### src/hw/rtl/rmj_pkg.sv
`timescale 1ns / 1ps
package rmj_pkg;

    localparam int FIELD_W   = 32;
    localparam int SQ_W      = 64;
    localparam int WIDE_W    = 96;
    localparam int CFG_W     = 16;
    localparam int QUOT_BITS = 32;
    localparam int ROOT_STEPS = 32;
    localparam int IN_W      = 4 * FIELD_W;
    localparam int OUT_W     = 6 * FIELD_W;

    localparam logic [FIELD_W-1:0] POS_MAX = 32'h7FFF_FFFF;
    localparam logic [FIELD_W-1:0] NEG_MIN = 32'h8000_0000;

    typedef struct packed {
        logic [FIELD_W-1:0] pm;
        logic [FIELD_W-1:0] qm;
        logic [SQ_W-1:0]    s;
        logic [WIDE_W-1:0]  pcq;
        logic [WIDE_W-1:0]  ppc;
        logic               neg_p;
        logic               neg_q;
        logic               cross_neg;
        logic               degen;
    } front_t;

    typedef struct packed {
        logic neg_p;
        logic neg_q;
        logic cross_neg;
        logic degen;
    } side_t;

    // magnitude (quotient plus overflow) to signed field, saturating
    function automatic logic [FIELD_W-1:0] to_field(input logic [QUOT_BITS-1:0] q,
                                                    input logic ovf, input logic neg);
        logic [FIELD_W-1:0] f;
        f = '0;
        if (ovf || q != '0) begin
            if (neg) begin
                if (ovf || q > NEG_MIN) f = NEG_MIN;
                else f = FIELD_W'(0) - q;
            end else begin
                if (ovf || q[QUOT_BITS-1]) f = POS_MAX;
                else f = q;
            end
        end
        return f;
    endfunction

endpackage

### src/hw/rtl/rmj_isqrt.sv
`timescale 1ns / 1ps
module rmj_isqrt import rmj_pkg::*; (
    input  logic               aclk,
    input  logic               en,
    input  logic [SQ_W-1:0]    s,
    output logic [FIELD_W-1:0] root
);

    logic [SQ_W-1:0] sv_reg  [0:ROOT_STEPS-1];
    logic [SQ_W-1:0] res_reg [0:ROOT_STEPS-1];

    // one result bit per stage, test bit walks down from bit 62 two at a time
    for (genvar k = 0; k < ROOT_STEPS; k++) begin : g_step
        localparam logic [SQ_W-1:0] BIT = SQ_W'(1) << (SQ_W - 2 - 2 * k);
        logic [SQ_W-1:0] sv_in, res_in, trial;
        logic            ge;
        if (k == 0) begin : g_first
            assign sv_in  = s;
            assign res_in = '0;
        end else begin : g_rest
            assign sv_in  = sv_reg[k-1];
            assign res_in = res_reg[k-1];
        end
        assign trial = res_in + BIT;
        assign ge    = sv_in >= trial;
        always_ff @(posedge aclk) begin
            if (en) begin
                sv_reg[k]  <= ge ? sv_in - trial : sv_in;
                res_reg[k] <= ge ? (res_in >> 1) + BIT : res_in >> 1;
            end
        end
    end

    assign root = res_reg[ROOT_STEPS-1][FIELD_W-1:0];

endmodule

### config.mk
export PLATFORM = sky130hd
export DESIGN_NAME = rmj_isqrt
export DESIGN_NICKNAME = d
export VERILOG_FILES = /design/src/hw/rtl/rmj_pkg.sv /design/src/hw/rtl/rmj_isqrt.sv
export SDC_FILE = /design/constraint.sdc
export NUM_CORES = 2
export LEC_CHECK = 0
export BUFFER_PORTS_ARGS = -buffer_cell sky130_fd_sc_hd__buf_4
export CAP_MARGIN = 10
export CORE_ASPECT_RATIO = 0.7
export CORE_UTILIZATION = 47
export DETAILED_ROUTE_END_ITERATION = 16
export REMOVE_ABC_BUFFERS = 1
export SYNTH_ARGS = -nofsm -noshare
export SYNTH_HDL_FRONTEND = slang
export SYNTH_SLANG_ARGS = --single-unit
### constraint.sdc
create_clock -name aclk -period 5.2 [get_ports aclk]
set_input_delay 0.26 -clock aclk [delete_from_list [all_inputs] [get_ports aclk]]
set_output_delay 0.26 -clock aclk [all_outputs]
set_load 0.01 [all_outputs]
==> results.md <==
* Number of library cell types mapped by synthesis at 99
* Syn Area/Cell at 12.7 µm²
* All-Layer GR Usage at 27.1%
* RePlAce Congestion at 1.02
* Vias/cell at 5.97
* Sequential area share after synthesis at 63.1%
* Crit-path cells: inv_1 -> ha_1 -> nand4_1 -> nor3_1 -> a21boi_0 -> o41ai_1 -> a211oi_1 -> nor3_2 -> buf_4 -> buf_4 -> o21ai_0
* FMAX at 212 MHz
* Wire per inst at 26.5 µm
* RSZ-0062 raised after global routing: false
* Ys Warns at 0
* Clk sink count at 2512
* Crit end category: flop
* Final worst slack at 0.484 ns
* Hold crit path type: primary input to flop
* Via count at 79300
* Final hold vios at 0
* Top cell by count, worst path: buf_4
* Buffer depth of the longest clock path at 4
* Worst rel slew slack at 2.77%
* Critical Path Start Type: flop
* Clock transition at the registers of the reported paths at 0.06 ns
* Detail Placement HPWL at 270000 µm
* Area growth, synth to finish at 11.8%
* CP peak stage delay at 0.89 ns
* Max reg flops at 1984
* Fin crit period at 4.72 ns
* CP delay by family, top: compound AO/OA/AOI/OAI gates
* Post-synth top area share at 63.1%
* Clk_lat worst skew at 0.93 ns
* Total Routed Length at 353000 µm
* Synth top cells by count: edfxtp_1 (2512), inv_1 (688), nor2_1 (636), a21oi_1 (627)
* Arrival @ worst endpoint at 5.26 ns
* Root Buffer: clkbuf_16
* Share of cells above drive strength 1 at 7.72%
* H-tree depth at 4
* CTS tree: done
* IO buf count at 97
* Die area at 256000 µm²
* Worst Tran Pin Value at 1.45 ns
* Hold WS at 0.0794 ns
* Total CTS buffers at 245
* Seq cells post-synth at 2512
* Largest net degree at the start of global routing at 205
* CP required at 5.74 ns
* Status: finished, final reports clean
* Grt total ovfl at 0
* Pwr Total at 59.9 mW
* DRC Markers at 0
* Synth Cell Area at 120000 µm²
* WS Path Type: flop to flop
* Asr flop ratio synth at 0%
* Crit path buf inv count at 3
* Antenna-violating nets left at 0
* Max Cap Viol at 0
* Util after Layout at 53.0%
* CP max FO at 29
* First-pass GRT wire length at 504000 µm
* Pre-CTS setup slack at 0.340 ns
* Main synth FF type: edfxtp_1
* Fin nets at 10400
* Syn Inst Count at 9402
* Initial antenna violation count at 44
* Post-synth EDFFs at 2512
* DR pass1 iterations at 8
* Top cells by area, synth: edfxtp_1 (63%), ha_1 (5.8%), xnor2_1 (3.4%)
* Slowest cell on the critical path: o21ai_0
* Cell Pwr Density at 448 nW/µm²
* Starting Density at 47.4%
* Max-slew violations at 0
* DR iter-0 viols at 12200
* # setup viols final at 0
* Top-count cell post-synth: edfxtp_1
* I/O pin cnt at 98
* Static Leakage at 50.3 nW
* Synth area leader: edfxtp_1
* Design area at 134000 µm²
* Period utilization at 90.7%
* Vias in the first global route at 71600
* Filler cells at 21000
* Die width at 605 µm
* VDD IR max at 0.295 mV
* Core area at 252000 µm²
* Cell Rows at 154
* Fin Clk Skew at 0.0887 ns
* Die Span Y at 424 µm
* Area post-placement at 125000 µm²
-- through the flow --
stage	cells	TNS [ns]
3_5_place_dp	12800	0
6_report	13300	0
3_3_place_gp	12800	0
2_1_floorplan	9222	-0.0191
4_1_cts	13300	0
5_1_grt	13300	0
-- final cells by class --
cell class	instances	area [µm²]	share of cell area (%)
antenna	5	12.5	0.00936
inverter	693	2600	1.95
clock buffer	274	6280	4.70
sequential	2512	75400	56.4
multi-input combinational	6017	40900	30.6
timing repair buffer	264	2340	1.75
tap	3354	4200	3.14
clock inverter	173	1960	1.47
-- cell usage in the layout, fill, tap and decap left out, types with 327 or more instances in the layout --
master and n:
edfxtp_1 2512, inv_1 688, nor2_1 636, a21oi_1 627, ha_1 558, nand2_1 557
xnor2_1 468, xor2_1 398, o21ai_0 367, nor4_1 327
-- worst reg2reg max path, stage by stage (launching register included) --
cell and delay [ns]:
edfxtp_1 0.51, inv_1 0.10, ha_1 0.38, nand4_1 0.21
nor3_1 0.53, a21boi_0 0.46, o41ai_1 0.20, a211oi_1 0.49
nor3_2 0.07, buf_4 0.25, buf_4 0.26, o21ai_0 0.89
-- power breakdown --
part	total (mW)	switching, mW	internal (mW)
combinational	12.8	7.73	5.12
sequential	28.4	2.64	25.7
clock	18.6	7.98	10.7
total	59.9	18.4	41.5
-- worst paths after layout --
kind | startpoint | slack (ns) | endpoint | cells after the start
worst min register to register | sv_reg[12][7]$_DFFE_PP_ | 0.38 | sv_reg[13][7]$_DFFE_PP_ | 0
worst max register to register | res_reg[11][92]$_DFFE_PP_ | 0.48 | sv_reg[24][25]$_DFFE_PP_ | 11
worst max-delay path | res_reg[11][92]$_DFFE_PP_ | 0.48 | sv_reg[24][25]$_DFFE_PP_ | 11
worst min-delay path | s[11] | 0.08 | sv_reg[0][11]$_DFFE_PP_ | 2
-- cell families after synthesis --
logic type	after synthesis	share of synthesized area (%)
adder cells (fa/ha/maj)	558	5.84
AND/OR/NAND/NOR	2725	11.8
buffers and inverters	873	2.79
flip-flops	2512	63.1
multiplexers	110	1.03
AO/OA/AOI/OAI	1758	9.12
XOR/XNOR	866	6.34
-- routing by layer --
| layer | vias up | track usage [%] | wire length (µm) |
|---|---|---|---|
| met2 | 4169 | 28.3 | 111000 |
| met4 | 6 | 3.97 | 4710 |
| met3 | 338 | 11.9 | 56000 |
| met5 | - | 0 | 41 |
| met1 | 38900 | 47.7 | 181000 |
| li1 | 35900 | - | - |
-- repair_timing --
item                                    CTS  global route
endpoints found under the setup margin    0             4
buffers inserted                          0             0
hold endpoints to repair                113             0
hold buffers                             65             0
resized for setup                         0             1
Power figures use the tool's default switching activity.
