File: src/hw/rtl/rmj_pkg.sv
`timescale 1ns / 1ps
package rmj_pkg;

    localparam int FIELD_W   = 32;
    localparam int SQ_W      = 64;
    localparam int WIDE_W    = 96;
    localparam int CFG_W     = 16;
    localparam int QUOT_BITS = 32;
    localparam int ROOT_STEPS = 32;
    localparam int IN_W      = 4 * FIELD_W;
    localparam int OUT_W     = 6 * FIELD_W;

    localparam logic [FIELD_W-1:0] POS_MAX = 32'h7FFF_FFFF;
    localparam logic [FIELD_W-1:0] NEG_MIN = 32'h8000_0000;

    typedef struct packed {
        logic [FIELD_W-1:0] pm;
        logic [FIELD_W-1:0] qm;
        logic [SQ_W-1:0]    s;
        logic [WIDE_W-1:0]  pcq;
        logic [WIDE_W-1:0]  ppc;
        logic               neg_p;
        logic               neg_q;
        logic               cross_neg;
        logic               degen;
    } front_t;

    typedef struct packed {
        logic neg_p;
        logic neg_q;
        logic cross_neg;
        logic degen;
    } side_t;

    // magnitude (quotient plus overflow) to signed field, saturating
    function automatic logic [FIELD_W-1:0] to_field(input logic [QUOT_BITS-1:0] q,
                                                    input logic ovf, input logic neg);
        logic [FIELD_W-1:0] f;
        f = '0;
        if (ovf || q != '0) begin
            if (neg) begin
                if (ovf || q > NEG_MIN) f = NEG_MIN;
                else f = FIELD_W'(0) - q;
            end else begin
                if (ovf || q[QUOT_BITS-1]) f = POS_MAX;
                else f = q;
            end
        end
        return f;
    endfunction

endpackage

File: src/hw/rtl/rmj_delay.sv
`timescale 1ns / 1ps
module rmj_delay import rmj_pkg::*; #(
    parameter int W     = 4,
    parameter int DEPTH = 33
) (
    input  logic         aclk,
    input  logic         aresetn,
    input  logic         en,
    input  logic         in_vld,
    input  logic [W-1:0] in_dat,
    output logic         out_vld,
    output logic [W-1:0] out_dat
);

    logic         vld_reg [0:DEPTH-1];
    logic [W-1:0] dat_reg [0:DEPTH-1];

    always_ff @(posedge aclk) begin
        if (!aresetn) begin
            for (int i = 0; i < DEPTH; i++) vld_reg[i] <= 1'b0;
        end else if (en) begin
            vld_reg[0] <= in_vld;
            for (int i = 1; i < DEPTH; i++) vld_reg[i] <= vld_reg[i-1];
        end
    end

    always_ff @(posedge aclk) begin
        if (en) begin
            dat_reg[0] <= in_dat;
            for (int i = 1; i < DEPTH; i++) dat_reg[i] <= dat_reg[i-1];
        end
    end

    assign out_vld = vld_reg[DEPTH-1];
    assign out_dat = dat_reg[DEPTH-1];

endmodule

File: config.mk
export PLATFORM = sky130hd
export DESIGN_NAME = rmj_delay
export DESIGN_NICKNAME = d
export VERILOG_FILES = /design/src/hw/rtl/rmj_pkg.sv /design/src/hw/rtl/rmj_delay.sv
export SDC_FILE = /design/constraint.sdc
export NUM_CORES = 1
export LEC_CHECK = 0
export BUFFER_PORTS_ARGS = -buffer_cell sky130_fd_sc_hd__buf_2
export CORE_UTILIZATION = 68
export CTS_BUF_LIST = sky130_fd_sc_hd__clkbuf_8
export CTS_CLUSTER_SIZE = 14
export DETAILED_ROUTE_END_ITERATION = 10
export PLACE_DENSITY = 0.95
export SKIP_CTS_REPAIR_TIMING = 1
export SKIP_LAST_GASP = 1
export SLEW_MARGIN = 20
export SYNTH_ARGS = -nofsm -noshare
export SYNTH_HDL_FRONTEND = slang
export SYNTH_SLANG_ARGS = --single-unit
export TNS_END_PERCENT = 50
File: constraint.sdc
create_clock -name aclk -period 3.55 [get_ports aclk]
set_input_delay 1.065 -clock aclk [delete_from_list [all_inputs] [get_ports aclk]]
set_output_delay 1.065 -clock aclk [all_outputs]
set_load 0.02 [all_outputs]
==> results.ini, run 1 <==
[grt]
grt_max_degree = 166
grt_pass1_vias = 1832
grt-ovfl-total = 0
grt_pass1_wl_mm = 9.756
track_usage = 0.1739
antenna_found_initial = 0

[timing]
finalHoldViolations = 0
hold_ws_ns = 0.4153
slew_headroom = 0.5016
fmax_mhz = 456.7
setup_slack_ns = 1.360
clock_skew_ns = 0.01023
period_minus_slack_ns = 2.190
grt_setup_unrepaired = false
worstMarginPinSlew_ns = 0.7477
tns_ns = 0
period_share = 0.6168
setup_violations = 0
slew_violations = 0

[min_path]
holdCritPathClass = flop to flop
min_to = dat_reg[1][9]
hold_depth = 0
min_from = dat_reg[1][5]

[finish]
regArea_mm2 = 0.004955
num_antenna_cells = 0
drive_gt1_frac = 0.2939
nNetsFinal = 240
multi_input_area_um2 = 255.2
stdcell_count = 344
fill_cells = 354
syn_to_final_growth_pct = 10.94
largest_reg_flops = 132

[critical_path]
startpoint = aresetn
cpLargestDelayFamily = buffers and inverters
path_cells = buf_2 > or2b_1 > buf_4
crit_required_ns = 3.66
r2r-end = vld_reg[0][26]
cp.depth = 3
crit_buf_inv = 2
r2r_slack_ns = 2.67
cp_slowest_cell = or2b_1
worstSetupPathType = input pin to flop
reg2reg_depth = 1
endpoint_kind = flop
cp_max_fo = 34
start_kind = input pin
arrival_ns = 2.30
max_stage_delay_ns = 0.61
r2r-start = vld_reg[0][25]

[die]
die_w_um = 89.79
coreArea_mm2 = 0.007370
dieArea_mm2 = 0.008061
start_util = 0.7110
die_height_um = 89.79
num_rows = 31
pin_count = 13

[pwr]
sw_frac_of_total = 0.1866
intPower_mw = 2.962
p_seq_frac = 0.632
combPwrFrac = 0.018
power_leakage_nw = 2.116
p_total_mw = 3.641
irDropWorstVdd_v = 0.0003914
switchingPower_mw = 0.6793
power_density_mw_per_mm2 = 626.4
pwr-share-clk = 0.350

[status]
outcome = finished clean

[synth]
syn_nets = 213
yosys_warnings = 0
netlist_area_mm2 = 0.005240
ys_ff_latch = 165
yosysSeqAreaShare = 0.9456
yosysTopAreaCellShare = 0.9456
synth_top_area_cell = edfxtp_1
synth_cell_types = 5
synth_area_leaders = edfxtp_1, and3_2, buf_2
avgSynthCellArea_um2 = 25.56
syn_inst = 205

[clock_tree]
path_clk_slew_ns = 0.08
clkSinkCount = 165
root_buffer = clkbuf_8
cts_tree = yes
worstSkewPairLatency_ns = 0.42
numCtsBuffers = 17
clock_path_buffers = 2
cts_max_level = 4

[detailed_routing]
drtIter0Drc = 122
postRouteWirelength_mm = 6.121
wire_per_inst_um = 17.79
vias = 1841
final_antenna_net_count = 0
dr.pass1.iters = 4
drc = 0
viasPerCell = 5.352

[placed_design]
port-buffer-count = 12
dp.cells = 312
place_hpwl_mm = 2.786
dp_slack_ns = 0.9282
place.gp.congestion = 0.7219

[flow_run]
cap_viol_max_count = 0

-- metrics by stage --
step | util | cell area (µm²)
final | 0.7888 | 5813
after global routing | 0.7888 | 5813
after CTS | 0.7888 | 5813
after detailed placement | 0.7365 | 5428
after global placement | 0.7365 | 5428
after floorplan | - | 5240
-- synthesized netlist by cell type, drive strengths merged --
library cell    n
clkbuf          3
edfxtp        165
and3           33
buf             3
or2b            1
-- kinds of logic (layout without fill, tap and decap cells) --
family | Yosys count | after routing | synth area share
and+or+nand+nor | 34 | 34 | 0.04871
buffers and inverters | 6 | 46 | 0.005729
DFF | 165 | 165 | 0.9456
-- power by group through the flow --
stage / sequential [mW] / combinational [mW] / clock [mW]
after global placement: 2.34 / 0.0618 / 0
after detailed placement: 2.34 / 0.0664 / 0
after CTS: 2.30 / 0.0652 / 1.31
after global routing: 2.31 / 0.0710 / 1.38
final: 2.30 / 0.0651 / 1.27
after floorplan: 2.33 / 0.0209 / 0
-- routing by layer --
| metal | track usage | vias to the layer above | share of wire |
|---|---|---|---|
| met4 | 0.08607 | 0 | 0.014 |
| met5 | 0 | - | 0 |
| met1 | 0.2378 | 923 | 0.46 |
| met3 | 0.06599 | 7 | 0.040 |
| met2 | 0.2513 | 36 | 0.49 |
| li1 | - | 875 | - |
-- cells in the final DEF, fill, tap and decap left out --
cell type   instances
inv_1               6
clkbuf_8           17
clkinv_4            2
clkinv_2            2
buf_12              1
buf_6               1
buf_2              11
clkinv_1            1
clkinvlp_4          1
edfxtp_1          165
buf_4               1
bufinv_16           3
or2b_1              1
and3_2             33
-- final cells by class --
| cell class | instances | share of cell area |
|---|---|---|
| tap | 99 | 0.02131 |
| timing repair buffer | 14 | 0.01614 |
| clock buffer | 17 | 0.04025 |
| sequential | 165 | 0.8523 |
| clock inverter | 15 | 0.02604 |
| multi-input combinational | 34 | 0.04391 |
-- worst max-delay path by stage --
stage,to
after floorplan,vld_reg[0][0]
final,vld_reg[0][24]
after detailed placement,vld_reg[0][23]
after global routing,vld_reg[0][21]
after global placement,vld_reg[0][32]
after CTS,vld_reg[0][25]
No activity file was read; power rests on OpenSTA's default activity.
==> run 2, diff against run 1 <==
Settings changed: CORE_UTILIZATION 68 to 57, PLACE_DENSITY 0.95 to 0.87.
Clock period 3.55 ns to 2 ns, I/O delays scaled along.
==> run 2 against run 1 <==
  * The run now ends with DRC left
  * Wire length shrank 5.9%
  * Combinational power grew 94%
  * Hold slack lost 0.081 ns
  * Die area grew 19%
  * Clock power grew 77%
  * Critical path depth shrank 2
  * Register-to-register slack lost 1.5 ns
  * Global-route usage shrank 3.7 points
  * Via count grew 1.5%
  * Power grew 77%
==> results.ini, run 2 (same netlist as run 1, synthesis figures left out) <==
[pwr]
p_total_mw = 6.452  ; +77%
power_density_mw_per_mm2 = 1101  ; +76%
irDropWorstVdd_v = 0.0006917  ; +77%
power_leakage_nw = 2.110  ; -0.29%

[timing]
worstMarginPinSlew_ns = 0.4291  ; -0.3186 ns
fmax_mhz = 629.2
period_share = 0.7946
slew_violations = 0  ; unchanged
period_minus_slack_ns = 1.589
hold_ws_ns = 0.3346  ; -0.08069 ns
clock_skew_ns = 0.01158  ; +0.001349 ns
slew_headroom = 0.7139  ; +0.2124
grt_setup_unrepaired = false
finalHoldViolations = 0  ; unchanged
setup_slack_ns = 0.4108  ; -0.9496 ns
setup_violations = 0  ; unchanged
tns_ns = 0  ; unchanged

[critical_path]
start_kind = flop
cp_slowest_cell = edfxtp_1
crit_buf_inv = 1  ; -1
path_cells = buf_2
crit_required_ns = 1.40  ; -2.26 ns
worstSetupPathType = flop to primary output
arrival_ns = 0.99  ; -1.31 ns
cpLargestDelayFamily = flip-flops
endpoint_kind = primary output
max_stage_delay_ns = 0.39  ; -0.22 ns
cp_max_fo = 1  ; -97%

[placed_design]
dp_slack_ns = 0.3037  ; -0.6245 ns
place_hpwl_mm = 2.628  ; -5.7%
port-buffer-count = 12  ; unchanged
place.gp.congestion = 0.6508  ; -9.8%
post_dp_cell_area_mm2 = 0.005472  ; +0.81%

[grt]
use_met3 = 0.04939  ; -0.01660
track_usage = 0.1369  ; -0.03703
grt_pass1_wl_mm = 9.315  ; -4.5%
grt_use_met1 = 0.2049  ; -0.03293
grt.busiest_layer = met1
grt_max_degree = 77  ; -54%
met2_usage = 0.1777  ; -0.07360
antenna_found_initial = 0  ; unchanged
grt_pass1_vias = 1734  ; -5.3%
grt-ovfl-total = 0  ; unchanged

[detailed_routing]
vias = 1868  ; +1.5%
wire_per_inst_um = 16.26  ; -8.6%
viasPerCell = 5.277  ; -1.4%
final_antenna_net_count = 0  ; unchanged
drc = 1  ; +1
postRouteWirelength_mm = 5.757  ; -5.9%
drtIter0Drc = 155  ; +27%
dr.pass1.iters = 9  ; +5

[clock_tree]
root_buffer = clkbuf_8
cts_tree = yes
cts_max_level = 4  ; unchanged
worstSkewPairLatency_ns = 0.43  ; about the same
clock_path_buffers = 2  ; unchanged
numCtsBuffers = 17  ; unchanged
clkSinkCount = 165  ; unchanged
path_clk_slew_ns = 0.10  ; +0.02 ns

[die]
num_rows = 34  ; +9.7%
pin_count = 13  ; unchanged
coreArea_mm2 = 0.008806  ; +19%
die_height_um = 97.88  ; +9.0%
die_w_um = 97.88  ; +9.0%
start_util = 0.5951  ; -0.1160
dieArea_mm2 = 0.009580  ; +19%

[finish]
drive_gt1_frac = 0.3252  ; +0.03133
largest_reg_flops = 132  ; unchanged
layout_commonest_cell = edfxtp_1
fin_area_mm2 = 0.005862  ; +0.84%
syn_to_final_growth_pct = 11.87
num_antenna_cells = 0  ; unchanged
nNetsFinal = 241  ; +0.42%
final_cell_mix = edfxtp_1, and3_2, clkbuf_8

[status]
outcome = finished with violations
violations = DRC

[flow_run]
cap_viol_max_count = 0  ; unchanged

[min_path]
holdCritPathClass = input pin to flop

[run 2: stage by stage]
stage / util / cells
floorplan: - / 205
global placement: 0.6213 / 322
detailed placement: 0.6213 / 322
CTS: 0.6657 / 354
global route: 0.6657 / 354
finish: 0.6657 / 354
[run 2: where the power goes]
part / internal, mW / leakage, nW / total, mW / switching, mW
registers: 4.02 / 1.66 / 4.07 / 0.0523
clock network: 0.942 / 0.193 / 2.25 / 1.31
logic: 0.0356 / 0.260 / 0.126 / 0.0904
[run 2: final timing paths]
path / start / endpoint / slack (ns) / cells after the start
max: vld_reg[0][32] / out_vld / 0.41 / 1
min: in_dat[2] / dat_reg[0][2] / 0.33 / 1
min reg2reg: dat_reg[0][13] / dat_reg[0][17] / 0.43 / 0
max reg2reg: vld_reg[0][22] / vld_reg[0][23] / 1.14 / 1
[run 2: per-layer routing]
| layer | up-vias | part of all wire | wire (µm) |
|---|---|---|---|
| met5 | - | 0 | 0 |
| met1 | 949 | 0.51 | 2932 |
| met3 | 2 | 0.039 | 222 |
| met4 | 0 | 0.0021 | 12 |
| met2 | 34 | 0.45 | 2589 |
| li1 | 883 | - | - |
[run 2: area by class of cell]
type                    count  area [µm²]
well taps                 108       135.1
clock buffers              17       234.0
repair buffers             15       126.4
clock inverters            15       156.4
fillers                   512        2944
flip-flops and latches    165        4955
multi-input cells          34       255.2
==> run 3, diff against run 2 <==
Settings changed: CORE_UTILIZATION 57 to 63, PLACE_DENSITY 0.87 to 0.9.
Clock period 2 ns to 1.6 ns, I/O delays scaled along.
==> run 3 against run 2 <==
  * The run now ends clean
  * Non-clock buffer count up 2
  * Combinational power rose by 33%
  * Sequential share of layout area grew 0.54 points
  * Worst setup slack lost 0.26 ns
  * Clock skew decreased by 0.0015 ns
  * Power is 22% higher
  * Largest cell class unchanged
  * Critical endpoint is now out_dat[2]
  * First-iteration DRC count decreased by 28%
  * Via count up 1.5%
==> results.ini, run 3 (same netlist as run 1, synthesis figures left out) <==
[grt]
grt-ovfl-total = 0  ; unchanged
grt_max_degree = 76  ; -1.3%
grt_use_met1 = 0.2486  ; +0.04374
track_usage = 0.1766  ; +0.03974
antenna_found_initial = 0  ; unchanged
grt_pass1_wl_mm = 10.36  ; +11%
grt_pass1_vias = 1923  ; +11%
use_met3 = 0.06911  ; +0.01971
met2_usage = 0.2549  ; +0.07722
grt.busiest_layer = met2

[timing]
finalHoldViolations = 0  ; unchanged
slew_violations = 0  ; unchanged
slew_headroom = 0.5361  ; -0.1779
worstMarginPinSlew_ns = 0.6959  ; +0.2668 ns
setup_violations = 0  ; unchanged
clock_skew_ns = 0.01006  ; -0.001526 ns
period_minus_slack_ns = 1.451
grt_setup_unrepaired = false
fmax_mhz = 689.0
setup_slack_ns = 0.1486  ; -0.2621 ns
hold_ws_ns = 0.2287  ; -0.1060 ns
period_share = 0.9071

[min_path]
holdCritPathClass = input pin to flop
min_from = in_dat[3]

[placed_design]
dp.cells = 318  ; -1.2%
port-buffer-count = 12  ; unchanged
place_hpwl_mm = 3.326  ; +27%
place.gp.congestion = 0.6963  ; +7.0%
dp_slack_ns = -0.02319  ; -0.3269 ns

[pwr]
irDropWorstVdd_v = 0.0008343  ; +21%
power_density_mw_per_mm2 = 1354  ; +23%
power_leakage_nw = 2.112  ; about the same
p_total_mw = 7.888  ; +22%

[critical_path]
r2r-start = vld_reg[0][23]
start_kind = flop
crit_buf_inv = 1  ; unchanged
endpoint_kind = primary output
startpoint = dat_reg[4][2]
arrival_ns = 0.97  ; -0.02 ns
worstSetupPathType = flop to primary output
cp_slowest_cell = edfxtp_1
cp_max_fo = 1  ; unchanged
cpLargestDelayFamily = flip-flops
path_cells = buf_2
max_stage_delay_ns = 0.38  ; about the same
crit_required_ns = 1.12  ; -0.28 ns

[clock_tree]
worstSkewPairLatency_ns = 0.43  ; about the same
path_clk_slew_ns = 0.08  ; -0.02 ns
clock_path_buffers = 2  ; unchanged
numCtsBuffers = 17  ; unchanged
clkSinkCount = 165  ; unchanged
root_buffer = clkbuf_8
cts_tree = yes
cts_max_level = 4  ; unchanged

[finish]
syn_to_final_growth_pct = 11.15
drive_gt1_frac = 0.3004  ; -0.02479
layout_commonest_cell = edfxtp_1
fill_cells = 420  ; -18%
stdcell_count = 345  ; -2.5%
final_cell_mix = edfxtp_1, and3_2, clkbuf_8
nNetsFinal = 243  ; +0.83%
largest_reg_flops = 132  ; unchanged
num_antenna_cells = 0  ; unchanged

[flow_run]
cap_viol_max_count = 0  ; unchanged

[die]
dieArea_mm2 = 0.008686  ; -9.3%
start_util = 0.6643  ; +0.06928
coreArea_mm2 = 0.007888  ; -10%
die_height_um = 93.20  ; -4.8%
pin_count = 13  ; unchanged
num_rows = 32  ; -5.9%
die_w_um = 93.20  ; -4.8%

[detailed_routing]
drtIter0Drc = 112  ; -28%
postRouteWirelength_mm = 6.516  ; +13%
dr.pass1.iters = 4  ; -5
viasPerCell = 5.496  ; +4.1%
vias = 1896  ; +1.5%
final_antenna_net_count = 0  ; unchanged
drc = 0  ; -1
wire_per_inst_um = 18.89  ; +16%

[status]
outcome = finished clean

run 3: changes by cell type in the layout (fill, tap and decap cells not counted):
cell        before  now
bufinv_16        0    2
clkinv_8         2    0
inv_8            5    0
clkinv_2         0    2
clkinvlp_4       2    0
inv_1            0    3
or2b_2           0    1
or2b_1           1    0
inv_6            5    0
clkinv_1         0    2
buf_4            0    1
buf_12           3    4
run 3: path summary, 6_finish.rpt:
kind,endpoint,slack (ns),cells after the start
worst max-delay path,out_dat[2],0.15,1
worst min-delay path,dat_reg[0][3],0.23,1
worst max register to register,vld_reg[0][24],0.71,1
worst min register to register,dat_reg[1][12],0.42,0
run 3: area by class of cell:
cell class	instances	area, µm²	share of cell area
repair buffers	17	153.9	0.02642
clock inverters	10	97.59	0.01676
multi-input cells	34	256.5	0.04404
flip-flops and latches	165	4955	0.8507
clock buffers	17	234.0	0.04017
well taps	102	127.6	0.02191
run 3: report_power, final:
part,internal [mW],switching (mW)
sequential,5.03,0.0740
combinational,0.0512,0.116
clock,1.31,1.30
total,6.39,1.49
run 3: layer usage:
layer / vias to the layer above / wire length, µm
met4: 0 / 100
met3: 9 / 278
met2: 45 / 3021
met5: - / 0
met1: 963 / 3115
li1: 879 / -
run 3: per-stage QoR:
step                  util  TNS, ns  area [µm²]
finish              0.7384        0        5824
floorplan                -        0        5241
global placement    0.6964        0        5493
detailed placement  0.6964  -0.7164        5493
CTS                 0.7384        0        5824
global route        0.7384        0        5824
